**config.mk**
```make
export PLATFORM = sky130hd
export DESIGN_NAME = recursive_ticket_rw_lock_top
export DESIGN_NICKNAME = d
export VERILOG_FILES = /design/src/rtl/core/rtrwl_pkg.sv /design/src/rtl/core/rtrwl_core.sv /design/src/rtl/core/recursive_ticket_rw_lock_top.sv
export SDC_FILE = /design/constraint.sdc
export NUM_CORES = 1
export LEC_CHECK = 0
export ABC_CLOCK_PERIOD_IN_PS = 3900
export BUFFER_PORTS_ARGS = -buffer_cell sky130_fd_sc_hd__buf_4
export CORE_ASPECT_RATIO = 0.75
export CORE_MARGIN = 2
export CORE_UTILIZATION = 40
export CTS_CLUSTER_DIAMETER = 100
export DETAILED_ROUTE_END_ITERATION = 8
export SYNTH_ARGS = -nofsm -noshare
export SYNTH_HDL_FRONTEND = slang
export SYNTH_HIERARCHICAL = 1
export SYNTH_SLANG_ARGS = --single-unit
```
**constraint.sdc**
```tcl
create_clock -name clk -period 3.9 [get_ports clk]
set_clock_uncertainty 0.15 [all_clocks]
set_input_delay 0.78 -clock clk [delete_from_list [all_inputs] [get_ports clk]]
set_output_delay 0.78 -clock clk [all_outputs]
set_load 0.05 [all_outputs]
```
**src/rtl/core/rtrwl_pkg.sv**
```systemverilog
// Types and constants for the recursive ticket reader/writer lock.
`timescale 1ns / 1ps
package rtrwl_pkg;

    localparam int NUM_CPUS    = 16;
    localparam int TICKET_BITS = 16;
    localparam int DEPTH_BITS  = 8;
    localparam int CPU_W       = 4;
    localparam int MODE_W      = 3;
    localparam int STATUS_W    = 4;
    localparam int READER_W    = $clog2(NUM_CPUS + 1);

    localparam logic [DEPTH_BITS-1:0]  DEPTH_MAX  = '1;
    localparam logic [READER_W-1:0]    READER_MAX = READER_W'(NUM_CPUS);

    typedef enum logic [MODE_W-1:0] {
        MODE_ACQUIRE      = 3'd0,
        MODE_POLL         = 3'd1,
        MODE_RELEASE      = 3'd2,
        MODE_TRY_READ     = 3'd3,
        MODE_READ_RELEASE = 3'd4
    } mode_t;

    typedef enum logic [STATUS_W-1:0] {
        ST_GRANTED        = 4'd0,
        ST_WAITING        = 4'd1,
        ST_DEPTH_LIMIT    = 4'd2,
        ST_RELEASED       = 4'd3,
        ST_STILL_HELD     = 4'd4,
        ST_NOT_OWNER      = 4'd5,
        ST_READ_GRANTED   = 4'd6,
        ST_READ_REFUSED   = 4'd7,
        ST_READ_RELEASED  = 4'd8,
        ST_READ_UNDERFLOW = 4'd9
    } status_t;

    typedef struct packed {
        logic [TICKET_BITS-1:0] ticket;
        logic [CPU_W-1:0]       cpu_id;
        logic [MODE_W-1:0]      mode;
    } req_t;

    typedef struct packed {
        logic [READER_W-1:0]    readers_out;
        logic [DEPTH_BITS-1:0]  depth_out;
        logic [TICKET_BITS-1:0] ticket_out;
        logic [STATUS_W-1:0]    status;
    } rsp_t;

endpackage

```
**src/rtl/core/rtrwl_core.sv**
```systemverilog
// Lock state registers and the per-request decision logic.
`timescale 1ns / 1ps
module rtrwl_core (
    input  logic           clk,
    input  logic           rst_n,
    input  logic           fire,
    input  rtrwl_pkg::req_t req,
    output rtrwl_pkg::rsp_t rsp
);
    import rtrwl_pkg::*;

    logic [TICKET_BITS-1:0] next_tk_reg, next_tk_next;
    logic [TICKET_BITS-1:0] serving_reg, serving_next;
    logic                   owner_valid_reg, owner_valid_next;
    logic [CPU_W-1:0]       owner_cpu_reg, owner_cpu_next;
    logic [DEPTH_BITS-1:0]  depth_reg, depth_next;
    logic [READER_W-1:0]    readers_reg, readers_next;

    logic [CPU_W-1:0] cpu;
    logic             is_owner;
    logic             serving_hit;
    status_t          status;
    logic [TICKET_BITS-1:0] tk_out;

    always_comb
    begin
        cpu = ({1'b0, req.cpu_id} >= (CPU_W + 1)'(NUM_CPUS)) ? '0 : req.cpu_id;
        is_owner = owner_valid_reg && (owner_cpu_reg == cpu) && (depth_reg != '0);
        serving_hit = (req.ticket == serving_reg);

        next_tk_next     = next_tk_reg;
        serving_next     = serving_reg;
        owner_valid_next = owner_valid_reg;
        owner_cpu_next   = owner_cpu_reg;
        depth_next       = depth_reg;
        readers_next     = readers_reg;
        tk_out           = req.ticket;
        status           = ST_NOT_OWNER;

        case (req.mode)
            MODE_ACQUIRE:
            begin
                if (is_owner)
                begin
                    if (depth_reg == DEPTH_MAX)
                    begin
                        status = ST_DEPTH_LIMIT;
                    end
                    else
                    begin
                        depth_next = depth_reg + 1'b1;
                        status     = ST_GRANTED;
                    end
                end
                else
                begin
                    next_tk_next = next_tk_reg + 1'b1;
                    tk_out       = next_tk_reg;
                    if (!owner_valid_reg && readers_reg == '0 && serving_reg == next_tk_reg)
                    begin
                        owner_valid_next = 1'b1;
                        owner_cpu_next   = cpu;
                        depth_next       = DEPTH_BITS'(1);
                        status           = ST_GRANTED;
                    end
                    else
                    begin
                        status = ST_WAITING;
                    end
                end
            end
            MODE_POLL:
            begin
                if (is_owner && serving_hit)
                begin
                    status = ST_GRANTED;
                end
                else if (serving_hit && !owner_valid_reg && readers_reg == '0 &&
                         next_tk_reg != serving_reg)
                begin
                    owner_valid_next = 1'b1;
                    owner_cpu_next   = cpu;
                    depth_next       = DEPTH_BITS'(1);
                    status           = ST_GRANTED;
                end
                else
                begin
                    status = ST_WAITING;
                end
            end
            MODE_RELEASE:
            begin
                if (is_owner && depth_reg > DEPTH_BITS'(1))
                begin
                    depth_next = depth_reg - 1'b1;
                    status     = ST_STILL_HELD;
                end
                else if (is_owner)
                begin
                    depth_next       = '0;
                    owner_valid_next = 1'b0;
                    owner_cpu_next   = '0;
                    serving_next     = serving_reg + 1'b1;
                    status           = ST_RELEASED;
                end
                else
                begin
                    status = ST_NOT_OWNER;
                end
            end
            MODE_TRY_READ:
            begin
                if (next_tk_reg != serving_reg || readers_reg >= READER_MAX)
                begin
                    status = ST_READ_REFUSED;
                end
                else
                begin
                    readers_next = readers_reg + 1'b1;
                    status       = ST_READ_GRANTED;
                end
            end
            MODE_READ_RELEASE:
            begin
                if (readers_reg == '0)
                begin
                    status = ST_READ_UNDERFLOW;
                end
                else
                begin
                    readers_next = readers_reg - 1'b1;
                    status       = ST_READ_RELEASED;
                end
            end
            default:
            begin
                status = ST_NOT_OWNER;
            end
        endcase

        rsp.status      = status;
        rsp.ticket_out  = tk_out;
        rsp.depth_out   = depth_next;
        rsp.readers_out = readers_next;
    end

    always_ff @(posedge clk or negedge rst_n)
    begin
        if (!rst_n)
        begin
            next_tk_reg     <= '0;
            serving_reg     <= '0;
            owner_valid_reg <= 1'b0;
            owner_cpu_reg   <= '0;
            depth_reg       <= '0;
            readers_reg     <= '0;
        end
        else if (fire)
        begin
            next_tk_reg     <= next_tk_next;
            serving_reg     <= serving_next;
            owner_valid_reg <= owner_valid_next;
            owner_cpu_reg   <= owner_cpu_next;
            depth_reg       <= depth_next;
            readers_reg     <= readers_next;
        end
    end

endmodule

```
**src/rtl/core/recursive_ticket_rw_lock_top.sv**
```systemverilog
// Top level of the recursive ticket reader/writer lock.
// Requests are registered in req_reg, results in rsp_reg, shown on m_tvalid.
// Throughput: one request per cycle while m_tready stays high.
// Each beat sees the lock state left by the previous beat (single state update stage).
// Reset: rst_n (async, active low) clears tickets, owner, depth, readers and valid flags.
`timescale 1ns / 1ps
module recursive_ticket_rw_lock_top (
    input  logic        clk,
    input  logic        rst_n,
    input  logic        s_tvalid,
    output logic        s_tready,
    input  logic [23:0] s_tdata,   // mode[2:0], cpu_id[6:3], ticket[22:7], zero pad
    output logic        m_tvalid,
    input  logic        m_tready,
    output logic [39:0] m_tdata    // status[3:0], ticket_out[19:4], depth_out[27:20],
                                   // readers_out[32:28], zero pad
);
    import rtrwl_pkg::*;

    localparam int REQ_W = $bits(req_t);
    localparam int RSP_W = $bits(rsp_t);

    req_t req_reg;
    logic in_valid_reg;
    rsp_t rsp, rsp_reg;
    logic out_valid_reg;
    logic advance;

    assign advance  = in_valid_reg && (!out_valid_reg || m_tready);
    assign s_tready = !in_valid_reg || advance;

    always_ff @(posedge clk or negedge rst_n)
    begin
        if (!rst_n)
        begin
            in_valid_reg  <= 1'b0;
            out_valid_reg <= 1'b0;
        end
        else
        begin
            if (s_tready)
            begin
                in_valid_reg <= s_tvalid;
            end
            if (advance)
            begin
                out_valid_reg <= 1'b1;
            end
            else if (m_tready)
            begin
                out_valid_reg <= 1'b0;
            end
        end
    end

    always_ff @(posedge clk)
    begin
        if (s_tready && s_tvalid)
        begin
            req_reg <= req_t'(s_tdata[REQ_W-1:0]);
        end
        if (advance)
        begin
            rsp_reg <= rsp;
        end
    end

    rtrwl_core u_core (
        .clk   (clk),
        .rst_n (rst_n),
        .fire  (advance),
        .req   (req_reg),
        .rsp   (rsp)
    );

    assign m_tvalid = out_valid_reg;
    assign m_tdata  = {{(40 - RSP_W){1'b0}}, rsp_reg};

endmodule

```
After elaboration in Yosys (flattened, before gate mapping)
Cells that the tools add are included.
Word-level totals
  bits in registers: 108
  output and inout bits: 42
  logic and storage cells: 104
Operators by class
  add/subtract/negate cells: 6
  order comparisons: 2
  equality and inequality tests: 15
  multiplexer cells: 39
  bitwise operators: 2
  reduce and logical (&&, ||, !) cells: 25
Operator list (number)
  $mux 8: 7
  $mux 4: 9
  $add 16x1->16 const B: 2
  $eq 16x16->1: 2
  $mux 16: 2
  $pmux 8 s3: 1
  $pmux 4 s5: 1
  $ne 16x16->1: 1
  $mux 1: 12
  $pmux 4 s3: 1
  $logic_and 1x1->1: 11
  $mux 5: 2
  $pmux 5 s2: 1
  $add 8x1->8 const B: 1
  $eq 8x8->1 const B: 1
  $gt 8x1->1 const B: 1
  $reduce_and 8->1: 1
  $reduce_bool 8->1: 1
  $sub 8x1->8 const B: 1
  $eq 3x2->1 const B: 2
  $ne 2x1->1 const B: 3
  $ne 2x2->1 const B: 3
  $add 5x1->5 const B: 1
  $ge 5x5->1 const B: 1
  16 further kinds: 21

Logic depth before layout (Yosys ltp)
Gate-level depths: netlist of run 1.
  depth after elaboration: 7
  depth in mapped cells: 9
  mapped depth without buffers: 8

By module
Netlist of run 1, hierarchy kept.
By module, submodules not included
  rtrwl_core: instances 1, cells each 448, area each 3926.3 um^2, sequential area each 1251.2 um^2
  recursive_ticket_rw_lock_top: instances 1, cells each 72, area each 1841.8 um^2, sequential area each 1731.7 um^2

Least setup slack after synthesis of run 1
No wires, ideal clock.
  kind: input to register
  from: in m_tready
  to: reg u_core.owner_valid_reg
  data arrival time: 2.931 ns
  required time: 3.622 ns
  setup slack: 0.692 ns
  stages: 5
  path through: nand2b_1 and2_1 nand2_1 nor4_4 mux2_1
Between the ends
  cells in the longest elaborated chain, start to end: 3
RTL lines
  start, declared: RTL line recursive_ticket_rw_lock_top.sv:14  | input logic m_tready,
  $logic_or 1x1->1: RTL line recursive_ticket_rw_lock_top.sv:29  | assign advance = in_valid_reg && (!out_valid_reg || m_tready);
  $logic_and 1x1->1: RTL line recursive_ticket_rw_lock_top.sv:29
  net advance: RTL line recursive_ticket_rw_lock_top.sv:27  | logic advance;
  $reduce_and 8->1 (no source line)
  end signal, assigned: RTL line rtrwl_core.sv:162  | owner_valid_reg <= owner_valid_next;
  end, declared: RTL line rtrwl_core.sv:14  | logic owner_valid_reg, owner_valid_next;
The timed path passes the listed nets, and every way through them passes these cells.
A chain may end at the register's enable or synchronous reset.

==> results.tsv, run 1 <==
stage	metric	value	unit
outcome	outcome	complete, no violations	
clock_network	htreeDepth	3	
sta	period_share	90.13	%
clock_network	cts_root_buf	clkbuf_16	
detailed_routing	routed_wl	14130	um
sta	setup_viol	0	
layout	largest_reg_flops	33	
clock_network	post_cts_buffers	0	
setup_path	start_kind	register	
clock_network	cts_hold_buf	0	
logic_synthesis	synth-seq-area-share	51.71	%
layout	area_growth	16.33	%
power	p_leak	2.751	nW
layout	nNetsFinal	611	
logic_synthesis	synth_cells	520	
setup_path	cp_slowest_cell	a221oi_1	
logic_synthesis	ys_warn_count	6	
logic_synthesis	synthFlopType	edfxtp_1	
sta	setup-tns-final	0	ps
detailed_routing	vias	4237	
clock_network	cts-resized-gates	0	
run	maxCapViolCount	0	
logic_synthesis	syn-cell-area	5768	um2
clock_network	cts-buffers-inserted	9	
setup_path	worstPathRequired	3940	ps
floorplanning	initial_core_util	41.53	%
setup_path	path_class	reg -> reg	
clock_network	clk_latency	360	ps
global_routing	grt_pass1_vias	4175	
logic_synthesis	synth.distinct_cells	64	
min_path	hp-class	in -> async	
floorplanning	dieArea	15410	um2
sta	fmax	0.2845	GHz
logic_synthesis	syn_area_per_cell	11.09	um2
sta	maxSlewHeadroom	30.46	%
layout	final_util	48.32	%
clock_network	cts_tree	built	
sta	min_period	3515	ps
global_routing	grt_pass1_wl	22640	um
floorplanning	die-height	108.0	um
sta	finalHoldViolations	0	
global_routing	grt_use_total	19.41	%
logic_synthesis	ys_ff_latch	108	
sta	finalWorstSetupSlack	385.1	ps
floorplanning	die_w	142.7	um
global_routing	grt_max_degree	53	
layout	drive_gt1_share	21.38	%
placed_design	place_ws	576.0	ps
layout	antenna_cells	0	
logic_synthesis	async_flop_share	48.15	%
clock_network	clock_path_buffers	2	
logic_synthesis	synth_area_leaders	edfxtp_1 29%, dfrtp_1 23%, xnor2_1 7.9%	
logic_synthesis	yosys.area.top_type	edfxtp_1	
detailed_routing	drt-initial-drc-count	306	
sta	tightest_slew	1043	ps
global_routing	grt-ovfl-total	0	
setup_path	crit_path_end_kind	register	
setup_path	crit_chain	inv_1, ha_1, or3b_2, o211ai_2, nor3_1, a221oi_1, nor4_1, nor3_1	
setup_path	path_common_cell	nor3_1	
detailed_routing	drt_first_pass_iters	5	
power	powerDensity	511.5	nW/um2
setup_path	critPathMaxStageDelay	650	ps
logic_synthesis	synth_enable_flop_cells	56	
sta	drv_slew	0	
setup_path	critPathMaxFanout	10	
placed_design	port_buffers	61	
clock_network	path_clk_slew	70	ps
floorplanning	num_rows	37	
placed_design	globalplace.congestion	0.9007	
floorplanning	core-area	13890	um2
clock_network	cts.sinks	108	
detailed_routing	post-route-drc-count	0	
sta	rsz0062_at_grt	no	
setup_path	arrival	3550	ps
floorplanning	io_pins	70	
logic_synthesis	synth.top_cell.area_share	29.15	%
power	peakVddDrop	0.2258	mV
detailed_routing	ant_nets	0	
global_routing	antenna_found_initial	0	
detailed_routing	vias_per_cell	5.612	
power	power	3.432	mW
placed_design	dp_hpwl	10090	um
detailed_routing	drt-wirelength-per-cell	18.72	um
-- cell type report --
| class | instances | area, um2 |
|---|---|---|
| clock buffers | 10 | 250.2 |
| inverters | 19 | 71.32 |
| multi-input cells | 370 | 2590 |
| fillers | 1292 | 7178 |
| well taps | 175 | 219.0 |
| clock inverters | 6 | 93.84 |
| flip-flops and latches | 108 | 2983 |
| repair buffers | 67 | 503.0 |
-- power by group --
| group | leakage (nW) | total (mW) | internal [mW] | switching (mW) |
|---|---|---|---|---|
| Combinational | 1.36 | 0.890 | 0.318 | 0.571 |
| Clock | 0.158 | 1.05 | 0.607 | 0.440 |
| Sequential | 1.23 | 1.50 | 1.35 | 0.149 |
| Total | 2.75 | 3.43 | 2.27 | 1.16 |
-- cell usage after synthesis (all sizes together), types with 2 or more instances --
cell    number
xor2        20
or3          2
o21ai       20
a211oi       3
nor3        22
a22oi        3
clkbuf      16
dfrtp       52
nand3b       3
inv         19
mux2        20
o31ai        4
or4          2
nand3       29
or2          3
a21oi       16
o211ai       2
a311o        2
and3        10
nand2       32
xnor2       52
a31oi        9
nand2b       5
nor2        30
edfxtp      56
buf         13
mux2i        6
o41ai        2
o22ai        5
a311oi       2
a221oi       2
nand4       16
ha           8
nor4        16
and2         4
-- metrics by stage --
step,std cells,area (um2),hold WS (ps)
4_1_cts,755,6710,351.2
5_1_grt,755,6710,376.3
3_5_place_dp,739,6366,380.3
6_report,755,6710,312.8
3_3_place_gp,739,6366,367.0
2_1_floorplan,526,5791,330.4
-- worst paths after layout --
check	endpoint	cells after the start	slack (ps)	start
hold / removal	m_tvalid	1	310	rst_n
hold reg to reg	u_core/owner_cpu_reg[1]	2	390	u_core/owner_cpu_reg[1]
setup / recovery	m_tdata[22]	8	390	u_core/depth_reg[1]
min in group clk	u_core/owner_cpu_reg[1]	2	390	u_core/owner_cpu_reg[1]
setup reg to reg	m_tdata[22]	8	390	u_core/depth_reg[1]
max in group asynchronous	u_core/serving_reg[7]	1	2790	rst_n
-- cell usage in the layout, fill, tap and decap left out, types with 4 or more instances in the layout --
master	synthesis	final
dfrtp_1	52	52
a21oi_1	16	16
xor2_1	20	20
inv_1	19	19
edfxtp_1	56	56
o31ai_1	4	4
nand2_1	32	32
o22ai_1	5	5
mux2_2	19	19
conb_1	1	7
a31oi_1	8	8
nor3_1	21	21
nand3_1	29	29
and3_1	10	10
nor2_1	30	30
mux2i_1	6	6
clkbuf_16	0	10
nand2b_1	5	5
nor4_1	11	11
ha_1	8	8
xnor2_1	52	52
buf_4	7	67
nand4_1	15	15
o21ai_0	19	19
-- metal layers --
layer	wire (um)	track usage, %	vias to the layer above
li1	-	-	2002
met1	7001	29.61	2068
met2	6041	28.06	156
met3	926	3.942	11
met4	163	5.233	0
met5	0	0	-
-- cell families after synthesis --
group,count (synthesis),share of synthesized area (%)
other cells,1,0.06501
simple gates,179,17.48
fa+ha+maj,8,1.735
xor+xnor,72,10.93
mux,26,4.946
buf+inv,48,3.796
flops,108,51.71
compound gates,78,9.328
-- critical path, delay by kind of cell (launching register included) --
kind | cells | cell delay (ps)
buf+inv | 1 | 150
simple gates | 4 | 1150
flops | 1 | 440
fa+ha+maj | 1 | 290
compound gates | 2 | 1160
Note: power is estimated with default switching activity, not from simulation.
==> inputs of run 2 (changes only) <==
--- a/config.mk
+++ b/config.mk
@@ -8,7 +8,6 @@
 export ABC_CLOCK_PERIOD_IN_PS = 3900
 export BUFFER_PORTS_ARGS = -buffer_cell sky130_fd_sc_hd__buf_4
 export CORE_ASPECT_RATIO = 0.75
-export CORE_MARGIN = 2
 export CORE_UTILIZATION = 40
 export CTS_CLUSTER_DIAMETER = 100
 export DETAILED_ROUTE_END_ITERATION = 8
==> run 2 against run 1 <==
Critical path depth did not move. Sequential share of layout area is 0.14 points higher. Clock power shrank 10%. Register-to-register slack gained 190 ps. First-iteration DRC count up 1.6%. Clock-buffer cell count down 1. Non-clock buffer count grew 3. Sequential power hardly changed. Utilization is 0.15 points lower. Via count grew 1.0%. Setup slack improved by 190 ps.
==> results.tsv, run 2 (synthesis results as in run 1) <==
stage	metric	value	unit	change
layout	final_cell_mix	70 x buf_4, 56 x edfxtp_1, 52 x dfrtp_1, 52 x xnor2_1, 32 x nand2_1		was 67 x buf_4, 56 x edfxtp_1, 52 x dfrtp_1, 52 x xnor2_1, 32 x nand2_1
power	clockPowerShare	28.1	%	was 30.5%
global_routing	grt_pass1_wl	22730	um	was 22,640 um
floorplanning	die-height	106.0	um	was 108.0 um
setup_path	arrival	3280	ps	was 3550 ps
sta	period_share	85.36	%	was 90.13%
detailed_routing	drt-initial-drc-count	311		was 306
setup_path	start_kind	register		unchanged
clock_network	cts_tree	built		unchanged
clock_network	clk_latency	360	ps	about the same
setup_path	crit_path_end_kind	register		unchanged
placed_design	dp_hpwl	10180	um	was 10,090 um
sta	min_period	3329	ps	was 3515 ps
floorplanning	core-area	13890	um2	unchanged
clock_network	cts_root_buf	clkbuf_16		unchanged
setup_path	worstReg2RegEnd	m_tdata[22]		unchanged
layout	fillCellCount	1269		was 1,292
setup_path	critPathMaxFanout	10		unchanged
setup_path	path_class	reg -> reg		unchanged
setup_path	worstPathRequired	3850	ps	was 3940 ps
sta	setup-tns-final	0	ps	unchanged
sta	finalWorstSetupSlack	570.8	ps	was 385.1 ps
sta	tightest_slew	812.5	ps	was 1043 ps
power	p_sw_share	35.04	%	was 33.80%
layout	drive_gt1_share	21.61	%	was 21.38%
global_routing	grt_use_total	20.05	%	was 19.41%
layout	final_common_cell	buf_4		unchanged
power	intPower	2.172	mW	was 2.272 mW
detailed_routing	vias	4280		was 4,237
global_routing	grt_max_degree	53		unchanged
clock_network	cts-resized-gates	0		unchanged
clock_network	post_cts_buffers	0		unchanged
sta	setup_viol	0		unchanged
global_routing	grt-ovfl-total	0		unchanged
clock_network	cts-buffers-inserted	9		unchanged
layout	nNetsFinal	614		was 611
min_path	hp-class	in -> async		unchanged
power	p_leak	2.746	nW	was 2.751 nW
power	power	3.343	mW	was 3.432 mW
sta	maxSlewHeadroom	45.83	%	was 30.46%
placed_design	place_ws	674.2	ps	was 576.0 ps
detailed_routing	drt_first_pass_iters	5		unchanged
floorplanning	num_rows	37		unchanged
clock_network	cts.sinks	108		unchanged
sta	fmax	0.3004	GHz	was 0.2845 GHz
power	switchingPower	1.171	mW	was 1.160 mW
run	maxCapViolCount	0		unchanged
detailed_routing	vias_per_cell	5.646		was 5.612
clock_network	cts_hold_buf	0		unchanged
global_routing	grt_pass1_vias	4165		was 4,175
placed_design	port_buffers	61		unchanged
placed_design	dpl-instance-area	6389	um2	was 6366 um2
clock_network	clock_path_buffers	2		unchanged
power	p_seq_share	44.9	%	was 43.6%
sta	finalHoldViolations	0		unchanged
floorplanning	initial_core_util	41.53	%	unchanged
layout	final_cell_area	6689	um2	was 6710 um2
detailed_routing	routed_wl	14080	um	was 14,130 um
sta	rsz0062_at_grt	no		unchanged
layout	antenna_cells	0		unchanged
power	combPwrFrac	27.0	%	was 25.9%
setup_path	r2r_slack	570	ps	was 390 ps
placed_design	globalplace.congestion	0.8951		was 0.9007
sta	drv_slew	0		unchanged
layout	largest_reg_flops	33		unchanged
outcome	outcome	complete, no violations		unchanged
setup_path	reg2regPathDepth	8		unchanged
layout	area_growth	15.97	%	was 16.33%
global_routing	antenna_found_initial	0		unchanged
floorplanning	die_w	140.7	um	was 142.7 um
floorplanning	dieArea	14910	um2	was 15,410 um2
clock_network	htreeDepth	3		unchanged
detailed_routing	post-route-drc-count	0		unchanged
power	peakVddDrop	0.2205	mV	was 0.2258 mV
detailed_routing	drt-wirelength-per-cell	18.58	um	was 18.72 um
clock_network	path_clk_slew	70	ps	about the same
setup_path	r2r_start	u_core/depth_reg[1]		unchanged
power	powerDensity	499.7	nW/um2	was 511.5 nW/um2
detailed_routing	ant_nets	0		unchanged
floorplanning	io_pins	70		unchanged
==> run 2: cell types whose count changed in the layout (fill, tap and decap cells not counted) <==
cell / before / now
buf_4: 67 / 70
clkinv_4: 0 / 2
bufinv_16: 2 / 1
clkbuf_16: 10 / 9
clkinv_1: 0 / 1
clkinvlp_4: 3 / 2
inv_6: 0 / 1
inv_8: 1 / 0
==> run 2: critical path, cell delays in order, from the launching register on <==
cell and delay, ps:
dfrtp_1 430, inv_1 140, ha_1 290, or3b_2 540, o211ai_2 500, nor3_1 260
and3_1 250, a211oi_1 390, nor3_1 100
==> run 2: worst max-delay path by stage <==
stage | start | endpoint
finish | u_core/depth_reg[1] | m_tdata[22]
global route | u_core/depth_reg[1] | m_tdata[23]
CTS | u_core/depth_reg[1] | m_tdata[22]
detailed placement | u_core/depth_reg[1] | m_tdata[22]
global placement | u_core/depth_reg[1] | m_tdata[22]
floorplan | m_tready | u_core/owner_valid_reg
==> run 2: area by class of cell <==
class	count	area, um2	area share [%]
clock inverter	7	75.07	1.122
timing repair buffer	70	525.5	7.856
inverter	19	71.32	1.066
tap	175	219.0	3.273
sequential	108	2983	44.59
multi-input combinational	370	2590	38.72
clock buffer	9	225.2	3.367
==> run 2: routing by layer <==
| layer | global-route usage, % | vias to the layer above | routed length, um |
|---|---|---|---|
| met5 | 0 | - | 0 |
| met4 | 5.124 | 0 | 185 |
| met3 | 4.369 | 19 | 913 |
| met2 | 28.54 | 154 | 5752 |
| met1 | 30.53 | 2108 | 7230 |
| li1 | - | 1999 | - |
==> run 2: metrics by stage <==
stage | std cells | hold slack, ps | util, %
after floorplan | 526 | 330.4 | -
after global placement | 742 | 366.1 | 46.00
after detailed placement | 742 | 375.6 | 46.00
after CTS | 758 | 346.9 | 48.16
after global routing | 758 | 384.3 | 48.16
final | 758 | 327.2 | 48.16
==> run 2: power by group through the flow <==
stage | Combinational, mW | Clock [mW] | Sequential (mW)
floorplan | 0.550 | 0 | 1.60
global placement | 0.881 | 0 | 1.52
detailed placement | 0.894 | 0 | 1.52
CTS | 0.898 | 0.963 | 1.50
global route | 0.977 | 1.00 | 1.52
finish | 0.902 | 0.941 | 1.50
==> inputs of run 3 (changes only) <==
--- a/config.mk
+++ b/config.mk
@@ -5,10 +5,10 @@
 export SDC_FILE = /design/constraint.sdc
 export NUM_CORES = 1
 export LEC_CHECK = 0
-export ABC_CLOCK_PERIOD_IN_PS = 3900
+export ABC_CLOCK_PERIOD_IN_PS = 3400
 export BUFFER_PORTS_ARGS = -buffer_cell sky130_fd_sc_hd__buf_4
 export CORE_ASPECT_RATIO = 0.75
-export CORE_UTILIZATION = 40
+export CORE_UTILIZATION = 30
 export CTS_CLUSTER_DIAMETER = 100
 export DETAILED_ROUTE_END_ITERATION = 8
 export SYNTH_ARGS = -nofsm -noshare
==> constraint.sdc (replaced) <==
create_clock -name clk -period 3.4 [get_ports clk]
set_clock_uncertainty 0.15 [all_clocks]
set_input_delay 0.68 -clock clk [delete_from_list [all_inputs] [get_ports clk]]
set_output_delay 0.68 -clock clk [all_outputs]
set_load 0.05 [all_outputs]
==> run 3 against run 2 <==
Total power up 16%. Via count is 1.5% higher. First-iteration DRC count is 63% higher. Setup slack lost 86 ps. Cell count up 11%. Clock power is 15% higher. Clock-buffer cell count rose by 3.
==> results.tsv, run 3 (synthesis results as in run 1) <==
stage	metric	value	unit	change
clock_network	cts.sinks	108		unchanged
clock_network	path_clk_slew	70	ps	about the same
floorplanning	die-height	122.1	um	was 106.0 um
power	p_seq_share	44.2	%	was 44.9%
floorplanning	io_pins	70		unchanged
sta	fmax	0.3431	GHz	was 0.3004 GHz
global_routing	grt_use_total	15.52	%	was 20.05%
detailed_routing	vias	4345		was 4,280
setup_path	path_class	reg -> reg		unchanged
detailed_routing	drt-initial-drc-count	506		was 311
layout	antenna_cells	0		unchanged
clock_network	cts-resized-gates	0		unchanged
setup_path	worstPathRequired	3490	ps	was 3850 ps
power	clockPowerShare	28.0	%	was 28.1%
setup_path	worstSetupPathDepth	6		was 8
sta	min_period	2915	ps	was 3329 ps
layout	final_common_cell	buf_4		unchanged
detailed_routing	routed_wl	14740	um	was 14,080 um
power	p_leak	2.826	nW	was 2.746 nW
detailed_routing	drt_first_pass_iters	5		unchanged
setup_path	worstReg2RegEnd	u_core/serving_reg[11]		was m_tdata[22]
setup_path	r2r_start	u_core/depth_reg[4]		was u_core/depth_reg[1]
sta	tightest_slew	725.2	ps	was 812.5 ps
layout	largest_reg_flops	33		unchanged
setup_path	path_buf_inv	0		was 1
clock_network	clock_path_buffers	2		unchanged
run	maxCapViolCount	0		unchanged
power	switchingPower	1.343	mW	was 1.171 mW
clock_network	cts-buffers-inserted	9		unchanged
layout	area_growth	19.39	%	was 15.97%
layout	multi_input_area	2590	um2	unchanged
setup_path	reg2regPathDepth	6		was 8
placed_design	globalplace.congestion	0.8940		was 0.8951
detailed_routing	ant_nets	0		unchanged
setup_path	critPathMaxStageDelay	620	ps	was 540 ps
placed_design	place_ws	529.6	ps	was 674.2 ps
setup_path	crit_start	u_core/depth_reg[4]		was u_core/depth_reg[1]
setup_path	critPathTopFamily	simple AND/OR/NAND/NOR gates		unchanged
setup_path	critPathMaxFanout	11		was 10
clock_network	htreeDepth	3		unchanged
outcome	outcome	complete, no violations		unchanged
placed_design	dp_hpwl	10740	um	was 10,180 um
sta	setup_viol	0		unchanged
detailed_routing	post-route-drc-count	0		unchanged
sta	drv_slew	0		unchanged
setup_path	start_kind	register		unchanged
placed_design	port_buffers	61		unchanged
sta	maxSlewHeadroom	51.65	%	was 45.83%
global_routing	antenna_found_initial	0		unchanged
setup_path	path_common_cell	nor4_4		was nor3_1
floorplanning	core-area	18670	um2	was 13,890 um2
power	p_sw_share	34.71	%	was 35.04%
clock_network	post_cts_buffers	0		unchanged
setup_path	crit_chain	or4_4, nor4_4, nand4_2, nor4_4, nand4_1, xnor2_1		was inv_1, ha_1, or3b_2, o211ai_2, nor3_1, and3_1, a211oi_1, nor3_1
power	intPower	2.527	mW	was 2.172 mW
floorplanning	num_rows	43		was 37
global_routing	grt_max_degree	53		unchanged
layout	nNetsFinal	629		was 614
detailed_routing	vias_per_cell	5.142		was 5.646
sta	finalWorstSetupSlack	485.1	ps	was 570.8 ps
setup_path	cp_slowest_cell	or4_4		was or3b_2
global_routing	grt-ovfl-total	0		unchanged
detailed_routing	drt-wirelength-per-cell	17.45	um	was 18.58 um
clock_network	clk_latency	360	ps	about the same
setup_path	crit_path_end_kind	register		unchanged
layout	seqCellArea	2983	um2	unchanged
floorplanning	die_w	162.1	um	was 140.7 um
sta	rsz0062_at_grt	no		unchanged
power	peakVddDrop	0.2644	mV	was 0.2205 mV
clock_network	cts_root_buf	clkbuf_16		unchanged
floorplanning	dieArea	19790	um2	was 14,910 um2
clock_network	cts_hold_buf	0		unchanged
layout	drive_gt1_share	23.24	%	was 21.61%
setup_path	cp-endpoint	u_core/serving_reg[11]		was m_tdata[22]
setup_path	r2r_slack	490	ps	was 570 ps
global_routing	grt_pass1_vias	4104		was 4,165
layout	fillCellCount	1835		was 1,269
clock_network	cts_tree	built		unchanged
sta	setup-tns-final	0	ps	unchanged
min_path	hp-class	in -> async		unchanged
setup_path	arrival	3010	ps	was 3280 ps
layout	final_util	36.89	%	was 48.16%
sta	period_share	85.73	%	was 85.36%
power	powerDensity	562.0	nW/um2	was 499.7 nW/um2
sta	finalHoldViolations	0		unchanged
global_routing	grt_pass1_wl	23230	um	was 22,730 um
floorplanning	initial_core_util	30.90	%	was 41.53%
power	combPwrFrac	27.8	%	was 27.0%
layout	final_cell_mix	85 x buf_4, 56 x edfxtp_1, 52 x dfrtp_1, 52 x xnor2_1, 32 x nand2_1		was 70 x buf_4, 56 x edfxtp_1, 52 x dfrtp_1, 52 x xnor2_1, 32 x nand2_1
[run 3: worst min path at each step]
stage                           start                endpoint  slack [ps]  depth (start not counted)
2_1_floorplan                   rst_n            in_valid_reg         230                          0
3_3_place_gp   u_core/next_tk_reg[15]  u_core/next_tk_reg[15]         360                          1
3_5_place_dp   u_core/next_tk_reg[15]  u_core/next_tk_reg[15]         360                          1
4_1_cts                         rst_n     u_core/depth_reg[0]         250                          1
5_1_grt                         rst_n   u_core/next_tk_reg[9]         290                          1
6_report                        rst_n   u_core/next_tk_reg[4]         230                          1
[run 3: power groups by stage]
stage | clock network [mW] | logic (mW) | registers, mW
final | 1.08 | 1.08 | 1.71
after detailed placement | 0 | 1.07 | 1.73
after global placement | 0 | 1.05 | 1.73
after floorplan | 0 | 0.631 | 1.84
after CTS | 1.11 | 1.07 | 1.71
after global routing | 1.15 | 1.17 | 1.73
[run 3: worst register-to-register path: cells and delay by family, from the launching register on]
| family | cells | cell delay (ps) |
|---|---|---|
| DFF | 1 | 490 |
| and+or+nand+nor | 5 | 1980 |
| xor gates and xnor gates | 1 | 180 |
[run 3: per-stage QoR]
| stage | instances | area (um2) | hold slack [ps] | total power, mW |
|---|---|---|---|---|
| floorplan | 526 | 5791 | 234.4 | 2.466 |
| detailed placement | 829 | 6591 | 360.1 | 2.802 |
| finish | 845 | 6887 | 225.1 | 3.870 |
| global placement | 829 | 6591 | 359.1 | 2.784 |
| CTS | 845 | 6887 | 249.9 | 3.897 |
| global route | 845 | 6887 | 288.2 | 4.046 |
[run 3: layout make-up]
class                      count  share of cell area [%]
multi-input combinational    370                   37.61
clock inverter                 4                  0.8539
inverter                      19                   1.036
clock buffer                  12                   3.434
sequential                   108                   43.31
timing repair buffer          85                   9.266
tap                          247                   4.488
[run 3: per-layer routing]
layer	vias up	global-route usage [%]	share of wire, %
li1	2036	-	-
met1	2123	24.15	53
met2	172	20.57	39
met3	14	3.779	6.9
met4	0	4.717	1.2
met5	-	0	0
